[config.mk]
export PLATFORM = sky130hd
export DESIGN_NAME = bras_mul
export DESIGN_NICKNAME = d
export VERILOG_FILES = /design/src/rtl/bras_pkg.sv /design/src/rtl/bras_mul.sv
export SDC_FILE = /design/constraint.sdc
export NUM_CORES = 1
export LEC_CHECK = 0
export BUFFER_PORTS_ARGS = -buffer_cell sky130_fd_sc_hd__clkbuf_2
export CAP_MARGIN = 10
export CORE_ASPECT_RATIO = 1.75
export CORE_MARGIN = 2
export CORE_UTILIZATION = 32
export DETAILED_ROUTE_END_ITERATION = 10
export GPL_TIMING_DRIVEN = 1
export HOLD_SLACK_MARGIN = 0.1
export RECOVER_POWER = 50
export REMOVE_ABC_BUFFERS = 1
export SYNTH_ARGS = -nofsm -noshare
export SYNTH_HDL_FRONTEND = slang
export SYNTH_SLANG_ARGS = --single-unit
export TNS_END_PERCENT = 10
[constraint.sdc]
create_clock -name clk -period 7.2 [get_ports clk]
set_input_delay 0.36 -clock clk [delete_from_list [all_inputs] [get_ports clk]]
set_output_delay 0.36 -clock clk [all_outputs]
set_load 0.03 [all_outputs]
[src/rtl/bras_pkg.sv]
package bras_pkg;

  // Default geometry and fixed-point format.
  localparam int MAX_WIDTH_DEF  = 256;
  localparam int MAX_HEIGHT_DEF = 256;
  localparam int FRAC_BITS_DEF  = 8;

  // Fixed field widths of the stream and configuration ports.
  localparam int COORD_W    = 17;
  localparam int IN_DATA_W  = 72;
  localparam int OUT_DATA_W = 32;
  localparam int CFG_ADDR_W = 4;

  // Operation codes carried in in_tuser.
  localparam logic [1:0] OP_WRITE  = 2'd0;
  localparam logic [1:0] OP_READ   = 2'd1;
  localparam logic [1:0] OP_SAMPLE = 2'd2;
  localparam logic [1:0] OP_NONE   = 2'd3;

  // Register indexes (word address on the configuration port).
  localparam logic [1:0] REG_WIDTH  = 2'd0;
  localparam logic [1:0] REG_HEIGHT = 2'd1;
  localparam logic [1:0] REG_ALPHA  = 2'd2;

  // Sequencer states.
  typedef enum logic [3:0] {
    S_IDLE,
    S_PREP,
    S_ADDR,
    S_MEM,
    S_WGT,
    S_WLAT,
    S_MAC,
    S_DRAIN,
    S_OUT
  } st_t;

  // Operand selection of the shared multiplier.
  typedef enum logic [1:0] {
    MS_ADDR,
    MS_WGT,
    MS_MAC
  } mul_sel_t;

  // Control strobes decoded from the sequencer state.
  typedef struct packed {
    logic     ready;
    logic     prep;
    logic     mul_en;
    mul_sel_t mul_sel;
    logic     mem_we;
    logic     mem_re;
    logic     wlat;
    logic     mac;
    logic     out_ld;
  } ctl_t;

endpackage

[src/rtl/bras_mul.sv]
module bras_mul
  import bras_pkg::*;
#(
  parameter int Y_W    = 8,
  parameter int W_W    = 9,
  parameter int DIFF_W = 18
) (
  input  logic                         clk,
  input  logic                         en,
  input  mul_sel_t                     sel,
  input  logic [Y_W-1:0]               addr_y,
  input  logic [W_W-1:0]               addr_w,
  input  logic signed [DIFF_W-1:0]     dx,
  input  logic signed [DIFF_W-1:0]     dy,
  input  logic signed [2*DIFF_W-1:0]   wgt,
  input  logic [7:0]                   pix_byte,
  output logic signed [3*DIFF_W-1:0]   prod_r
);

  localparam int MA_W = 2 * DIFF_W;
  localparam int MB_W = DIFF_W;

  logic signed [MA_W-1:0] op_a;
  logic signed [MB_W-1:0] op_b;

  // Operand selection: row address, corner weight or channel product.
  always_comb begin
    unique case (sel)
      MS_ADDR: begin
        op_a = $signed({{(MA_W-Y_W){1'b0}}, addr_y});
        op_b = $signed({{(MB_W-W_W){1'b0}}, addr_w});
      end
      MS_WGT: begin
        op_a = $signed({{(MA_W-DIFF_W){dx[DIFF_W-1]}}, dx});
        op_b = dy;
      end
      MS_MAC: begin
        op_a = wgt;
        op_b = $signed({{(MB_W-8){1'b0}}, pix_byte});
      end
      default: begin
        op_a = '0;
        op_b = '0;
      end
    endcase
  end

  // Registered product.
  always_ff @(posedge clk) begin
    if (en) begin
      prod_r <= op_a * op_b;
    end
  end

endmodule

==> flow_metrics.tcl <==
set metrics [dict create \
    ys.flop_type "edfxtp_1" \
    ys_ff_latch 54 \
    synth_cells 2679 \
    status "finished, violations left" \
    largestRegisters "prod_r x54" \
    die_area_um2 77100 \
    power_leakage_nw 14.9 \
    initial_core_util_pct 32.4 \
    layout_commonest_cell "inv_1" \
    clkTransAtPathRegs_ns 0.10 \
    coreArea_um2 74000 \
    clock_sinks 54 \
    cts_root_buffer "clkbuf_16" \
    crit_top_cell "fa_1" \
    cts_buffers 5 \
    ys_types 66 \
    io_pins 155 \
    arrival_ns 7.12 \
    slowest_delay_ns 0.61 \
    fmax_mhz 142 \
    finalWirelength_um 83300 \
    rsz0062_at_grt "yes" \
    start_kind "input port" \
    largest_register "prod_r" \
    yosysSeqAreaShare_pct 6.77 \
    crit_buf_inv 8 \
    synthArstFlopShare_pct 0 \
    grt_pass1_vias 22100 \
    vias 19700 \
    cts_tree "built" \
    max_cap_violations 1 \
    io_buffers 154 \
    grt_overflow 0 \
    critPathSlowestCell "fa_2" \
    slew_headroom_pct -155 \
    worstPathRequired_ns 7.29 \
    crit_family "adder cells" \
    peakVddDrop_v 0.000181 \
    drv_slew 55 \
    drtIter0Drc 885 \
    dp_cells 4080 \
    fp.dieW_um 211 \
    setup_viol 0 \
    yosys_warnings 0 \
    syn_avg_cell_area_um2 8.94 \
    power.density_nw_per_um2 264 \
    failed_checks "max-capacitance violations, max-slew violations" \
    die_h_um 366 \
    total_power_mw 7.87 \
    post-route-period-util_pct 97.6 \
    grt_first_pass_wirelength_um 127000 \
    fin_setup_tns_ns 0 \
    final_util_pct 40.3 \
    hold_start "wgt[0]" \
    antenna_found_initial 2 \
    cts_hold_buf 0 \
    synth_edf_count 54 \
    syn2layout_area_growth_pct 24.6 \
    worst_slew_pin_slew_ns 3.83 \
    drt_first_pass_iters 5 \
    avgRoutedWirePerCell_um 20.3 \
    hold_violations 0 \
    via_per_inst 4.79 \
    stdcell_count 4114 \
    min_path_type "in -> reg" \
    fin_nets 4020 \
    largest_reg_flops 54 \
    grt_max_degree 55 \
    critical_path_class "in -> reg" \
    netlist_area_um2 23900 \
    most-common-layout-cells "inv_1 (774), fa_1 (601), buf_4 (380), nand2_1 (311), nor2_1 (273)" \
    whs_endpoint "prod_r[0]" \
    h-tree-depth 2 \
    finalCriticalPeriod_ns 7.02 \
    cts_max_path_buffers 2 \
    drc 0 \
    drive_gt1_share_pct 21.3 \
    whs_path_depth 5 \
    cp-end-kind "flip-flop" \
    finalHoldWorstSlack_ns 0.709 \
    core.rowCount 132 \
    antenna_left 0 \
    path_max_fanout 7 \
    place_congestion 1.01 \
    grt_use_total_pct 22.5 \
    hpwlAfterDp_um 73400 \
]
==> kinds of logic (layout without fill, tap and decap cells) <==
family	after synthesis	in the layout	share of synthesized area [%]
muxes	18	18	0.752
adders and majority gates	746	746	58.3
and+or+nand+nor	688	688	11.7
xor gates and xnor gates	56	56	2.05
AOI/OAI and AO/OA	230	230	6.48
buffers and inverters	887	1382	13.9
other	0	2	0
DFF	54	54	6.77
==> cells in the mapped netlist (4+ instances only) <==
master	instances	area [um^2]
xnor2_1	37	324
and3_1	8	50.1
mux2i_1	18	180
a22oi_1	9	67.6
a31oi_1	7	43.8
o21a_1	15	113
nor2b_1	5	31.3
o21ai_1	14	70.1
o211ai_1	5	37.5
edfxtp_1	54	1620
fa_1	617	12400
a22o_1	9	78.8
inv_2	10	37.5
nand4_1	7	43.8
nand2b_1	17	106
ha_1	129	1610
buf_1	8	30.0
o21ai_0	17	85.1
a21oi_1	72	360
a21o_1	46	345
nor2_1	285	1070
and2_1	12	75.1
inv_1	777	2920
clkbuf_1	89	334
o21bai_1	7	52.6
xor2_1	19	166
a211oi_1	4	30.0
nand2_1	312	1170
nor3_1	7	35.0
nand3_1	17	85.1
==> worst max-delay path by stage <==
stage	startpoint	endpoint	slack, ns	depth (start not counted)
after floorplan	sel[0]	prod_r[49]	-2.36	23
after global placement	sel[0]	prod_r[45]	-0.45	26
after detailed placement	sel[0]	prod_r[45]	-0.49	26
after CTS	sel[0]	prod_r[39]	0.002	28
after global routing	sel[0]	prod_r[45]	-0.05	30
final	sel[0]	prod_r[48]	0.18	27
==> per-layer routing <==
metal	share of wire (%)	vias up	track usage, %
li1	-	8735	-
met1	31	10000	21.4
met2	55	622	42.9
met3	4.1	309	2.43
met4	10	2	18.1
met5	0.017	-	0
==> tightest hold or removal path, delay by kind of cell <==
| family | cells | cell delay, ns |
|---|---|---|
| AOI/OAI and AO/OA | 1 | 0.06 |
| buffers and inverters | 3 | 0.41 |
| and+or+nand+nor | 1 | 0.10 |
==> area by class of cell <==
| type | instances | area (um^2) |
|---|---|---|
| multi-input cells | 1738 | 19400 |
| diodes | 2 | 5.00 |
| clock buffers | 5 | 125 |
| fillers | 7482 | 44200 |
| inverters | 788 | 2970 |
| repair buffers | 586 | 4520 |
| flip-flops and latches | 54 | 1620 |
| clock inverters | 3 | 28.8 |
| well taps | 938 | 1170 |
==> timing repair <==
action                     4_1_cts  5_1_grt
gates cloned                     0        2
setup endpoints to repair        3       21
pin swaps                        1       26
resized for setup                3      107
setup buffers                    1       21
==> power breakdown <==
part	total (mW)	internal (mW)	switching, mW
combinational	6.81	3.01	3.80
sequential	0.752	0.689	0.0627
clock	0.306	0.135	0.172
==> through the flow <==
step           area [um^2]  setup WS, ns
2_1_floorplan        23600         -2.36
3_3_place_gp         29000        -0.445
3_5_place_dp         29000        -0.488
4_1_cts              29200       0.00245
5_1_grt              29800       -0.0497
6_report             29800         0.176
Note: power is estimated with default switching activity, not from simulation.
